**src/rtl/srbm_pkg.sv**
```systemverilog
// Package for the stream buffer ring manager: sizes, codes, entry layout
// and the pointer wrap helper. No dependencies.
`timescale 1ns / 1ps
package srbm_pkg;

  localparam int CLIENTS     = 16;
  localparam int BUFFERS_MAX = 16;
  localparam int CLIENT_W    = 4;
  localparam int PTR_W       = 4;
  localparam int CNT_W       = 5;
  localparam int ADDR_W      = (CLIENTS > 1) ? $clog2(CLIENTS) : 1;
  localparam int PADDR_W     = 3;
  localparam int PDATA_W     = 32;

  // Register map: byte address bit 2 selects the register index
  localparam logic REG_BUFFER_COUNT = 1'b0;
  localparam logic [CNT_W-1:0] BUFFER_COUNT_RST = CNT_W'(4);

  typedef enum logic [1:0] {
    OP_OPEN     = 2'd0,
    OP_CONTINUE = 2'd1,
    OP_CLOSE    = 2'd2,
    OP_FEEDBACK = 2'd3
  } op_e;

  typedef enum logic [1:0] {
    STAT_OPENING = 2'd0,
    STAT_OPEN    = 2'd1,
    STAT_CLOSING = 2'd2,
    STAT_CLOSED  = 2'd3
  } status_e;

  typedef enum logic [1:0] {
    OC_DONE    = 2'd0,
    OC_REFUSED = 2'd1,
    OC_ERROR   = 2'd2
  } outcome_e;

  typedef enum logic {
    S_IDLE,
    S_EXEC
  } ctrl_state_e;

  // Per-client ring state as held in the state memory
  typedef struct packed {
    status_e          status;
    logic [PTR_W-1:0] dptr;
    logic [PTR_W-1:0] rptr;
    logic [CNT_W-1:0] cnt;
  } entry_t;

  localparam int ENTRY_W = $bits(entry_t);

  localparam entry_t ENTRY_RST = '{status: STAT_CLOSED, dptr: '0, rptr: '0, cnt: '0};

  // Advance a ring pointer, wrapping at ring size n
  function automatic logic [PTR_W-1:0] ptr_advance(logic [PTR_W-1:0] p,
                                                    logic [CNT_W-1:0] n);
    logic [CNT_W-1:0] q;
    q = CNT_W'(p) + CNT_W'(1);
    return (q >= n) ? '0 : q[PTR_W-1:0];
  endfunction

endpackage

```
**src/rtl/srbm_ifs.sv**
```systemverilog
// Request and response channel interfaces of the stream buffer ring manager.
// Depends on srbm_pkg for field widths.
`timescale 1ns / 1ps
interface srbm_req_if;
  import srbm_pkg::*;

  logic                valid;
  logic                ready;
  logic [1:0]          operation;
  logic [CLIENT_W-1:0] client;
  logic [PTR_W-1:0]    returned_buffer;

  modport source (output valid, operation, client, returned_buffer, input ready);
  modport sink (input valid, operation, client, returned_buffer, output ready);
endinterface

interface srbm_rsp_if;
  import srbm_pkg::*;

  logic             valid;
  logic             ready;
  logic [1:0]       outcome;
  logic             buffer_valid;
  logic [PTR_W-1:0] buffer_index;
  logic             processed_valid;
  logic [PTR_W-1:0] processed_index;
  logic [1:0]       client_status;
  logic [CNT_W-1:0] outstanding;

  modport source (output valid, outcome, buffer_valid, buffer_index, processed_valid,
                  processed_index, client_status, outstanding, input ready);
  modport sink (input valid, outcome, buffer_valid, buffer_index, processed_valid,
                processed_index, client_status, outstanding, output ready);
endinterface

```
**src/rtl/srbm_ram.sv**
```systemverilog
// Generic single-write, single-read RAM with registered read data.
// No dependencies.
`timescale 1ns / 1ps
module srbm_ram #(
  parameter int WIDTH = 8,
  parameter int DEPTH = 16,
  parameter int AW    = (DEPTH > 1) ? $clog2(DEPTH) : 1
) (
  input  logic             clk_i,
  input  logic             we_i,
  input  logic [AW-1:0]    waddr_i,
  input  logic [WIDTH-1:0] wdata_i,
  input  logic             re_i,
  input  logic [AW-1:0]    raddr_i,
  output logic [WIDTH-1:0] rdata_o
);

  logic [WIDTH-1:0] mem_q [DEPTH];
  logic [WIDTH-1:0] rdata_q;

  // Write port
  always_ff @(posedge clk_i) begin
    if (we_i) begin
      mem_q[waddr_i] <= wdata_i;
    end
  end

  // Registered read port, holds when not enabled
  always_ff @(posedge clk_i) begin
    if (re_i) begin
      rdata_q <= mem_q[raddr_i];
    end
  end

  assign rdata_o = rdata_q;

endmodule

```
**src/rtl/stream_buffer_ring_manager_core.sv**
```systemverilog
// Top level of the stream buffer ring manager: control, per-client state
// memory and APB register. Depends on srbm_pkg, srbm_ifs and srbm_ram.
`timescale 1ns / 1ps
// Usage:
//   req_i carries one request per handshake (operation, client,
//   returned_buffer); rsp_o returns exactly one result per request, in order.
//   The APB port holds buffer_count (byte address 0), the ring size per
//   client; write it only while no request is in flight.
// Sequencing:
//   A request first reads the client's entry from the state memory, then
//   updates it and loads the result register.
//   The next request is taken in the cycle after the update, so requests
//   do not overlap; while the output register is full, the update waits.
//   A result appears on rsp_o from the output register once its update is done.
// Reset:
//   All clients read as closed with zero pointers and count, by a valid bit
//   per client; no clearing pass is needed. buffer_count returns to 4.
// Stalls:
//   A result waits in the output register while rsp_o.ready is low; one more
//   request is read meanwhile and then holds until the register frees up.
module stream_buffer_ring_manager_core (
  input  logic                          clk_i,
  input  logic                          rst_ni,
  srbm_req_if.sink                      req_i,
  srbm_rsp_if.source                    rsp_o,
  input  logic                          psel,
  input  logic                          penable,
  input  logic                          pwrite,
  input  logic [srbm_pkg::PADDR_W-1:0]  paddr,
  input  logic [srbm_pkg::PDATA_W-1:0]  pwdata,
  output logic [srbm_pkg::PDATA_W-1:0]  prdata,
  output logic                          pready
);
  import srbm_pkg::*;

  ctrl_state_e state_q, state_d;

  logic [CNT_W-1:0]    buffer_count_q;
  logic [CLIENTS-1:0]  valid_q;
  op_e                 op_q;
  logic [CLIENT_W-1:0] client_q;
  logic [PTR_W-1:0]    ret_q;

  logic               accept;
  logic               out_free;
  logic               commit;
  logic               client_ok;
  logic [ADDR_W-1:0]  entry_addr;
  logic [ENTRY_W-1:0] ram_rdata;
  entry_t             cur;
  entry_t             nxt;
  logic [CNT_W-1:0]   ring_n;

  outcome_e         res_outcome;
  logic             res_bv;
  logic [PTR_W-1:0] res_bi;
  logic             res_pv;
  logic [PTR_W-1:0] res_pi;
  status_e          res_status;
  logic [CNT_W-1:0] res_cnt;

  logic             rsp_valid_q;
  outcome_e         rsp_outcome_q;
  logic             rsp_bv_q;
  logic [PTR_W-1:0] rsp_bi_q;
  logic             rsp_pv_q;
  logic [PTR_W-1:0] rsp_pi_q;
  status_e          rsp_status_q;
  logic [CNT_W-1:0] rsp_cnt_q;

  // APB register
  assign pready = 1'b1;
  assign prdata = (paddr[2] == REG_BUFFER_COUNT) ? PDATA_W'(buffer_count_q) : '0;

  always_ff @(posedge clk_i or negedge rst_ni) begin
    if (!rst_ni) begin
      buffer_count_q <= BUFFER_COUNT_RST;
    end else if (psel && penable && pwrite && pready && paddr[2] == REG_BUFFER_COUNT) begin
      buffer_count_q <= pwdata[CNT_W-1:0];
    end
  end

  // Clamp ring size to 1..BUFFERS_MAX
  always_comb begin
    if (buffer_count_q == '0) begin
      ring_n = CNT_W'(1);
    end else if (buffer_count_q > CNT_W'(BUFFERS_MAX)) begin
      ring_n = CNT_W'(BUFFERS_MAX);
    end else begin
      ring_n = buffer_count_q;
    end
  end

  // Handshake qualifiers
  assign accept   = req_i.valid && req_i.ready;
  assign out_free = !rsp_valid_q || rsp_o.ready;

  // Next state
  always_comb begin
    state_d = state_q;
    case (state_q)
      S_IDLE: begin
        if (accept) state_d = S_EXEC;
      end
      S_EXEC: begin
        if (out_free) state_d = S_IDLE;
      end
      default: state_d = S_IDLE;
    endcase
  end

  // Control outputs
  always_comb begin
    req_i.ready = 1'b0;
    commit      = 1'b0;
    case (state_q)
      S_IDLE:  req_i.ready = 1'b1;
      S_EXEC:  commit = out_free;
      default: begin
        req_i.ready = 1'b0;
        commit      = 1'b0;
      end
    endcase
  end

  always_ff @(posedge clk_i or negedge rst_ni) begin
    if (!rst_ni) begin
      state_q <= S_IDLE;
    end else begin
      state_q <= state_d;
    end
  end

  // Capture the request
  always_ff @(posedge clk_i) begin
    if (accept) begin
      op_q     <= op_e'(req_i.operation);
      client_q <= req_i.client;
      ret_q    <= req_i.returned_buffer;
    end
  end

  assign entry_addr = client_q[ADDR_W-1:0];
  assign client_ok  = int'(client_q) < CLIENTS;

  // Per-client state memory
  srbm_ram #(
    .WIDTH (ENTRY_W),
    .DEPTH (CLIENTS)
  ) u_state_ram (
    .clk_i   (clk_i),
    .we_i    (commit && client_ok),
    .waddr_i (entry_addr),
    .wdata_i (nxt),
    .re_i    (accept),
    .raddr_i (req_i.client[ADDR_W-1:0]),
    .rdata_o (ram_rdata)
  );

  // Mark entries written since reset
  always_ff @(posedge clk_i or negedge rst_ni) begin
    if (!rst_ni) begin
      valid_q <= '0;
    end else if (commit && client_ok) begin
      valid_q[entry_addr] <= 1'b1;
    end
  end

  // Unwritten entries read as the reset value
  assign cur = valid_q[entry_addr] ? entry_t'(ram_rdata) : ENTRY_RST;

  // Modify: apply the request to the client's entry
  always_comb begin
    nxt         = cur;
    res_outcome = OC_DONE;
    res_bv      = 1'b0;
    res_bi      = '0;
    res_pv      = 1'b0;
    res_pi      = '0;
    case (op_q)
      OP_OPEN: begin
        if (cur.status == STAT_CLOSING && cur.cnt != '0) begin
          nxt.status = STAT_OPEN;
        end else if (cur.status inside {STAT_CLOSING, STAT_CLOSED}) begin
          nxt = '{status: STAT_OPENING, dptr: '0, rptr: '0, cnt: '0};
        end else begin
          res_outcome = OC_REFUSED;
        end
      end
      OP_CONTINUE: begin
        if (cur.status == STAT_OPENING) begin
          res_bv     = 1'b1;
          nxt.dptr   = ptr_advance('0, ring_n);
          nxt.rptr   = '0;
          nxt.cnt    = CNT_W'(1);
          nxt.status = STAT_OPEN;
        end else if (cur.status == STAT_OPEN && cur.cnt < ring_n) begin
          res_bv   = 1'b1;
          res_bi   = cur.dptr;
          nxt.dptr = ptr_advance(cur.dptr, ring_n);
          nxt.cnt  = cur.cnt + CNT_W'(1);
        end else begin
          res_outcome = OC_REFUSED;
        end
      end
      OP_CLOSE: begin
        if (cur.status == STAT_OPENING) begin
          nxt.status = STAT_CLOSED;
        end else if (cur.status == STAT_OPEN) begin
          nxt.status = (cur.cnt != '0) ? STAT_CLOSING : STAT_CLOSED;
        end else begin
          res_outcome = OC_ERROR;
        end
      end
      OP_FEEDBACK: begin
        if (!(cur.status inside {STAT_OPEN, STAT_CLOSING}) || cur.cnt == '0 ||
            ret_q != cur.rptr || (cur.status == STAT_OPEN && cur.cnt == CNT_W'(1))) begin
          res_outcome = OC_ERROR;
        end else begin
          res_pv   = 1'b1;
          res_pi   = cur.rptr;
          nxt.rptr = ptr_advance(cur.rptr, ring_n);
          nxt.cnt  = cur.cnt - CNT_W'(1);
          if (cur.cnt == CNT_W'(1)) nxt.status = STAT_CLOSED;
        end
      end
      default: res_outcome = OC_ERROR;
    endcase
    res_status = nxt.status;
    res_cnt    = nxt.cnt;
    // Drop requests for clients beyond the table
    if (!client_ok) begin
      res_outcome = OC_ERROR;
      res_bv      = 1'b0;
      res_bi      = '0;
      res_pv      = 1'b0;
      res_pi      = '0;
      res_status  = STAT_CLOSED;
      res_cnt     = '0;
    end
  end

  // Output register
  always_ff @(posedge clk_i or negedge rst_ni) begin
    if (!rst_ni) begin
      rsp_valid_q <= 1'b0;
    end else if (commit) begin
      rsp_valid_q <= 1'b1;
    end else if (rsp_o.ready) begin
      rsp_valid_q <= 1'b0;
    end
  end

  always_ff @(posedge clk_i) begin
    if (commit) begin
      rsp_outcome_q <= res_outcome;
      rsp_bv_q      <= res_bv;
      rsp_bi_q      <= res_bi;
      rsp_pv_q      <= res_pv;
      rsp_pi_q      <= res_pi;
      rsp_status_q  <= res_status;
      rsp_cnt_q     <= res_cnt;
    end
  end

  assign rsp_o.valid           = rsp_valid_q;
  assign rsp_o.outcome         = rsp_outcome_q;
  assign rsp_o.buffer_valid    = rsp_bv_q;
  assign rsp_o.buffer_index    = rsp_bi_q;
  assign rsp_o.processed_valid = rsp_pv_q;
  assign rsp_o.processed_index = rsp_pi_q;
  assign rsp_o.client_status   = rsp_status_q;
  assign rsp_o.outstanding     = rsp_cnt_q;

endmodule

```
**src/flat_wrapper.sv**
```systemverilog
// flat-port wrapper written by rule: the top's interface ports become plain ports
module stream_buffer_ring_manager_core_flat import srbm_pkg::*;
  (clk_i, rst_ni, psel, penable, pwrite, paddr, pwdata, prdata, pready, req_i_valid, req_i_operation, req_i_client, req_i_returned_buffer, req_i_ready, rsp_o_valid, rsp_o_outcome, rsp_o_buffer_valid, rsp_o_buffer_index, rsp_o_processed_valid, rsp_o_processed_index, rsp_o_client_status, rsp_o_outstanding, rsp_o_ready);
  srbm_req_if req_i_i ();
  srbm_rsp_if rsp_o_i ();
  input  logic clk_i;
  input  logic rst_ni;
  input  logic psel;
  input  logic penable;
  input  logic pwrite;
  input  logic [srbm_pkg::PADDR_W-1:0] paddr;
  input  logic [srbm_pkg::PDATA_W-1:0] pwdata;
  output logic [srbm_pkg::PDATA_W-1:0] prdata;
  output logic pready;
  input wire logic [$bits(req_i_i.valid)-1:0] req_i_valid;
  input wire logic [$bits(req_i_i.operation)-1:0] req_i_operation;
  input wire logic [$bits(req_i_i.client)-1:0] req_i_client;
  input wire logic [$bits(req_i_i.returned_buffer)-1:0] req_i_returned_buffer;
  output wire logic [$bits(req_i_i.ready)-1:0] req_i_ready;
  output wire logic [$bits(rsp_o_i.valid)-1:0] rsp_o_valid;
  output wire logic [$bits(rsp_o_i.outcome)-1:0] rsp_o_outcome;
  output wire logic [$bits(rsp_o_i.buffer_valid)-1:0] rsp_o_buffer_valid;
  output wire logic [$bits(rsp_o_i.buffer_index)-1:0] rsp_o_buffer_index;
  output wire logic [$bits(rsp_o_i.processed_valid)-1:0] rsp_o_processed_valid;
  output wire logic [$bits(rsp_o_i.processed_index)-1:0] rsp_o_processed_index;
  output wire logic [$bits(rsp_o_i.client_status)-1:0] rsp_o_client_status;
  output wire logic [$bits(rsp_o_i.outstanding)-1:0] rsp_o_outstanding;
  input wire logic [$bits(rsp_o_i.ready)-1:0] rsp_o_ready;
  assign req_i_i.valid = req_i_valid;
  assign req_i_i.operation = req_i_operation;
  assign req_i_i.client = req_i_client;
  assign req_i_i.returned_buffer = req_i_returned_buffer;
  assign req_i_ready = req_i_i.ready;
  assign rsp_o_valid = rsp_o_i.valid;
  assign rsp_o_outcome = rsp_o_i.outcome;
  assign rsp_o_buffer_valid = rsp_o_i.buffer_valid;
  assign rsp_o_buffer_index = rsp_o_i.buffer_index;
  assign rsp_o_processed_valid = rsp_o_i.processed_valid;
  assign rsp_o_processed_index = rsp_o_i.processed_index;
  assign rsp_o_client_status = rsp_o_i.client_status;
  assign rsp_o_outstanding = rsp_o_i.outstanding;
  assign rsp_o_i.ready = rsp_o_ready;
  stream_buffer_ring_manager_core u_core (.clk_i(clk_i), .rst_ni(rst_ni), .req_i(req_i_i), .rsp_o(rsp_o_i), .psel(psel), .penable(penable), .pwrite(pwrite), .paddr(paddr), .pwdata(pwdata), .prdata(prdata), .pready(pready));
endmodule
```
**config.mk**
```make
export PLATFORM = sky130hd
export DESIGN_NAME = stream_buffer_ring_manager_core_flat
export DESIGN_NICKNAME = d
export VERILOG_FILES = /design/src/rtl/srbm_pkg.sv /design/src/rtl/srbm_ifs.sv /design/src/rtl/srbm_ram.sv /design/src/rtl/stream_buffer_ring_manager_core.sv /design/src/flat_wrapper.sv
export SDC_FILE = /design/constraint.sdc
export NUM_CORES = 1
export LEC_CHECK = 0
export BUFFER_PORTS_ARGS = -buffer_cell sky130_fd_sc_hd__buf_2
export CORE_UTILIZATION = 35
export CTS_BUF_LIST = sky130_fd_sc_hd__clkbuf_8
export DETAILED_ROUTE_END_ITERATION = 6
export PLACE_DENSITY = 0.56
export SYNTH_ARGS = -nofsm -noshare
export SYNTH_HDL_FRONTEND = slang
export SYNTH_SLANG_ARGS = --single-unit
```
**constraint.sdc**
```tcl
create_clock -name clk_i -period 4.6 [get_ports clk_i]
set_input_delay 0.23 -clock clk_i [delete_from_list [all_inputs] [get_ports clk_i]]
set_output_delay 0.23 -clock clk_i [all_outputs]
set_load 0.01 [all_outputs]
```
Word level (Yosys, flattened, before mapping)
Memories as Yosys holds them, arrays and structs flattened. A register that Yosys moved wholly into a read port is not among the register bits.
Index checks and enable logic that the tools add are counted.
{"block": "word_totals", "inputBits": 52, "latch_bits": 0, "elab_cells": 113, "rom_bits": 0, "memories": 1, "ram_bits": 240, "ff_bits": 52, "out_inout_bits": 54}
{"name": "u_core.u_state_ram.mem_q", "depth": 16, "width": 15, "read_ports": 1, "rd_clocked_by_memory_dff": 1, "wr": 1, "line": "srbm_ram.sv:18", "text": "logic [WIDTH-1:0] mem_q [DEPTH];"}
{"block": "op_classes", "muxes": 49, "div": 0, "eq_ne": 8, "multipliers": 0, "magnitude_cmp": 7, "shift": 0, "n_reduce_logical": 24, "bitwise": 6, "add_sub_neg": 4}
{"operator": "$mux W15", "count": 2}
{"operator": "$pmux W9 S3", "count": 1}
{"operator": "$mux W5", "count": 5}
{"operator": "$mux W2", "count": 10}
{"operator": "$mux W4", "count": 5}
{"operator": "$mux W1", "count": 18}
{"operator": "$or A16 B16 Y16", "count": 1}
{"operator": "$pmux W2 S4", "count": 2}
{"operator": "$mux W13", "count": 1}
{"operator": "$add A4 B1 Y5 const B", "count": 2}
{"operator": "$ge A5 B5 Y1", "count": 2}
{"operator": "$logic_not A5 Y1", "count": 2}
{"operator": "$mux W9", "count": 1}
{"operator": "$eq A2 B2 Y1 const B", "count": 4}
{"operator": "$logic_and A1 B1 Y1", "count": 8}
{"operator": "$pmux W4 S2", "count": 1}
{"operator": "$reduce_bool A2 Y1", "count": 3}
{"operator": "$add A5 B1 Y5 const B", "count": 1}
{"operator": "$eq A5 B1 Y1 const B", "count": 1}
{"operator": "$ge A1 B5 Y1 const A", "count": 1}
{"operator": "$gt A5 B5 Y1 const B", "count": 1}
{"operator": "$lt A4 B5 Y1 const B", "count": 1}
{"operator": "$lt A5 B5 Y1", "count": 1}
{"operator": "$not A1 Y1", "count": 5}
{"operator": "other kinds (13)", "count": 19}

Longest topological paths before layout
{"block": "logic_depth", "word_depth": 11, "depth_mapped": 20}

Hierarchy
From an unflattened synthesis, not the netlist that was laid out.
{"block": "hier_totals", "cells_unflattened": 778, "area_unflattened_um2": 13277.7}
{"module": "srbm_ram", "instances": 1, "cells_each": 406, "area_per_inst_um2": 9596.7}
{"module": "stream_buffer_ring_manager_core", "instances": 1, "cells_each": 372, "area_per_inst_um2": 3681.0}

Worst setup path before layout
Ideal clock, no wire load.
{"block": "synth_timing", "path_type": "register to register", "from": "reg u_core.client_q[0]", "to": "mem u_core.u_state_ram.mem_q[0][9] in the netlist's numbering, data pin", "arrival_time_ps": 3812, "path_slack_ps": 499, "setup_time_ps": 289, "required_time_ps": 4311, "stages_incl_launch_ff": 18, "cell_sequence": "edfxtp_1 buf_4 mux2i_1 o2bb2ai_1 or3_1 nand2_1 clkbuf_1 clkbuf_1 nand2_1 inv_1 ha_1 ha_1 a21o_1 a21o_1 a21o_1 a21oi_1 a31oi_1 o2bb2ai_1"}
{"element": "from (decl)", "line": "stream_buffer_ring_manager_core.sv:41", "text": "logic [CLIENT_W-1:0] client_q;"}
{"element": "from (signal assigned)", "line": "stream_buffer_ring_manager_core.sv:138", "text": "client_q <= req_i.client;"}
{"element": "to (decl)", "line": "srbm_ram.sv:18"}

==> Implementation_results.wiki <==
{| class="wikitable"
! Metric !! Value
|-
| Outcome || complete, no violations
|-
| Post-synthesis cell type count || 68
|-
| Type of the tightest min-delay check || input port to flop
|-
| RSZ-0062 raised after global routing || false
|-
| Max-cap violations || 0
|-
| Floorplan die width || 195 µm
|-
| Data required time at the worst endpoint || 4.87 ns
|-
| Detailed router's first-iteration violation count || 540
|-
| Max Clk Rate || 230 MHz
|-
| Post-synthesis to final-layout area growth || 16.1%
|-
| Clock sink count || 307
|-
| Slew of the pin with the lowest slew margin || 1.23 ns
|-
| Setup WS post-layout || 0.256 ns
|-
| Mapped Area || 13100 µm²
|-
| Detail Route Antenna Nets || 0
|-
| Warning count from the yosys run || 0
|-
| Largest cells by area after synthesis || edfxtp_1 (65%), mux4_2 (13%), dfrtp_1 (4.2%)
|-
| CTS Root Buffer Type || clkbuf_8
|-
| Final setup violation count || 0
|-
| H-tree lvl count || 2
|-
| Avg Synthesized Cell Area || 17.8 µm²
|-
| Ys async rst share || 0.0749
|-
| Post-CTS Setup Repair Bufs || 0
|-
| Static power due to leakage || 0.00539 µW
|-
| Routed length on met2 || 14.1 mm
|-
| Via total after detailed routing || 7071
|-
| IO Count || 106
|-
| Worst max-slew margin expressed relative to the limit || 0.182
|-
| Largest area contributor in the synthesized netlist || edfxtp_1
|-
| Maximum vdd drop || 223 µV
|-
| Routed metal-1 wire length || 13.3 mm
|-
| Final net count || 948
|-
| Critical Path Fanout Max || 17
|-
| Cell area power density || 507 nW/µm²
|-
| Insertion delay to the later sink of the worst-skew pair || 0.59 ns
|-
| Port Buf Inserts || 48
|-
| Multi-input logic area || 3730 µm²
|-
| Number of buffers inserted during clock tree synthesis || 49
|-
| Final core utilization || 0.414
|-
| Clock slew at reported path FFs || 0.06 ns
|-
| Number of endpoints with negative hold slack in the final report || 0
|-
| Setup TNS Final || 0 ns
|-
| Mean routed wirelength per cell || 21.6 µm
|-
| Placeable core region || 36700 µm²
|-
| Total power || 7700 µW
|-
| Number of enable-type register cells in the synthesized netlist || 284
|-
| Total length of routed wires || 29.8 mm
|-
| Leading post-synthesis cells by instance count || edfxtp_1 (284), mux4_2 (77), nor2_1 (41), nand2_1 (36), buf_4 (29)
|-
| Worst Path Arrival || 4.62 ns
|-
| Number of antenna violations at the first check in global routing || 1
|-
| Number of max-slew violations in the final report || 0
|-
| Iteration count of the initial detailed-routing pass || 5
|-
| Largest buffer count on any clock path || 3
|-
| Total Die Area || 38200 µm²
|-
| Worst Clk Skew || 0.0192 ns
|-
| Startpoint kind of the worst setup timing path || flop
|-
| Fraction of final layout cells sized beyond drive strength 1 || 0.323
|-
| Global-route wire length before repair || 44.8 mm
|-
| Drt via density || 5.13
|-
| Minimum clock period after layout || 4.34 ns
|-
| CTS tree || done
|-
| Largest net degree at the start of global routing || 41
|-
| Smallest hold slack || 0.183 ns
|-
| Vias in the first global route || 7366
|-
| Gate count after technology mapping || 735
|-
| Final worst path period share || 0.944
|-
| Register bit total from synthesis || 307
|-
| Die Y || 195 µm
|-
| Crit. End Element || flop
|-
| Met3 Routed Length || 1.78 mm
|-
| Initial Util || 0.357
|-
| Remaining global-route overflow || 0
|-
| Post-route DRC || 0
|-
| Total number of placement rows || 70
|-
| Part of the Yosys area used for sequential elements || 0.696
|-
| Worst slack at placement || 0.0327 ns
|-
| Critical path start-end classification || flop to flop
|-
| Register cell area after layout || 9100 µm²
|-
| Proportion of netlist area held by the largest area contributor || 0.652
|-
| FILL cells || 3242
|-
| Half-perimeter wire length of the detailed placement result || 18.9 mm
|-
| GRT Util Overall || 0.159
|-
| Primary flip-flop cell chosen by synthesis mapping || edfxtp_1
|-
| Placer congestion estimate || 0.846
|-
| Most frequently used cell type in the post-synthesis netlist || edfxtp_1
|-
| Top sig layer || met5
|}
[sequential cells by signal, indices dropped and copies added (netlist names), 2 cells and up]
register                      flops
u_core.buffer_count_q             5
u_core.client_q                   4
u_core.op_q                       2
u_core.ret_q                      4
u_core.rsp_o.buffer_index         4
u_core.rsp_o.client_status        2
u_core.rsp_o.outcome              2
u_core.rsp_o.outstanding          5
u_core.rsp_o.processed_index      4
u_core.u_state_ram.mem_q        240
u_core.u_state_ram.rdata_o       15
u_core.valid_q                   16
[worst max-delay path: stages (launching register included)]
cell and delay, ns:
edfxtp_1 0.48, buf_4 0.22, mux2i_1 0.12, o2bb2ai_1 0.14
or3_1 0.37, nand2_1 0.12, buf_12 0.15, nand2_1 0.07
inv_1 0.09, ha_1 0.26, and4_1 0.22, o2111ai_1 0.11
o32ai_1 0.13, a311oi_2 0.60, nor2_1 0.13, nor2_1 0.16
o32a_1 0.64
[area by class of cell]
cell class | count | share of cell area
clock buffers | 51 | 0.0462
flip-flops and latches | 307 | 0.599
clock inverters | 35 | 0.0107
multi-input cells | 380 | 0.245
inverters | 17 | 0.00420
repair buffers | 120 | 0.0555
well taps | 468 | 0.0385
diodes | 1 | 0.000165
[per-stage QoR]
step                instances  instance area, µm²
global placement         1278               14200
detailed placement       1278               14200
finish                   1379               15200
global route             1378               15200
floorplan                 761               13200
CTS                      1378               15200
[worst paths after layout]
check | startpoint | to | slack, ns | depth (start not counted)
worst max-delay path | u_core.client_q[0]$_DFFE_PP_ | u_core.u_state_ram.mem_q[13][0]$_DFFE_PP_ | 0.26 | 16
min in group asynchronous | rst_ni | u_core.valid_q[11]$_DFFE_PN0P_ | 0.19 | 2
worst min register to register | u_core.valid_q[1]$_DFFE_PN0P_ | u_core.valid_q[1]$_DFFE_PN0P_ | 0.47 | 1
max in group asynchronous | rst_ni | u_core.buffer_count_q[1]$_DFFE_PN0P_ | 3.99 | 2
worst max register to register | u_core.client_q[0]$_DFFE_PP_ | u_core.u_state_ram.mem_q[13][0]$_DFFE_PP_ | 0.26 | 16
worst min-delay path | pwrite | u_core.buffer_count_q[0]$_DFFE_PN0P_ | 0.18 | 3
[cells by family after synthesis]
kind of cell / synth area share
and+or+nand+nor: 0.0652
muxes: 0.143
xor gates and xnor gates: 0.00335
buffers and inverters: 0.0319
adders and majority gates: 0.0201
DFF: 0.696
other: 0.000574
AOI/OAI and AO/OA: 0.0397
[power breakdown]
part / switching, µW / internal (µW) / leakage, µW
clock: 1040 / 1030 / 0.000526
sequential: 145 / 3650 / 0.00287
combinational: 1130 / 719 / 0.00199
[per-layer routing]
layer,GRT usage,vias up
met5,0,-
met4,0.0525,2
met3,0.0316,44
met2,0.254,257
met1,0.219,3607
li1,-,3161
[layout by cell type (no fill, tap or decap), drive strengths merged, types with 3 or more instances in the layout]
cell,count
edfxtp,284
buf,106
mux4,77
clkbuf,51
inv,41
nor2,41
nand2,36
conb,28
dfrtp,22
ha,21
or2,17
a21oi,14
dlygate4sd3,14
o21ai,13
nand2b,11
nor3,11
clkinv,10
nor2b,9
nand3,8
mux2,8
and3,7
or3,6
mux2i,5
and2,5
a21o,5
a211oi,4
nor4,4
xnor2,3
o211ai,3
nand4,3
o31ai,3
[what timing repair did]
action,4_1_cts,5_1_grt
hold endpoints to repair,35,0
setup endpoints to repair,0,29
gates resized for setup,0,2
hold buffers,14,0
Power figures use the tool's default switching activity.
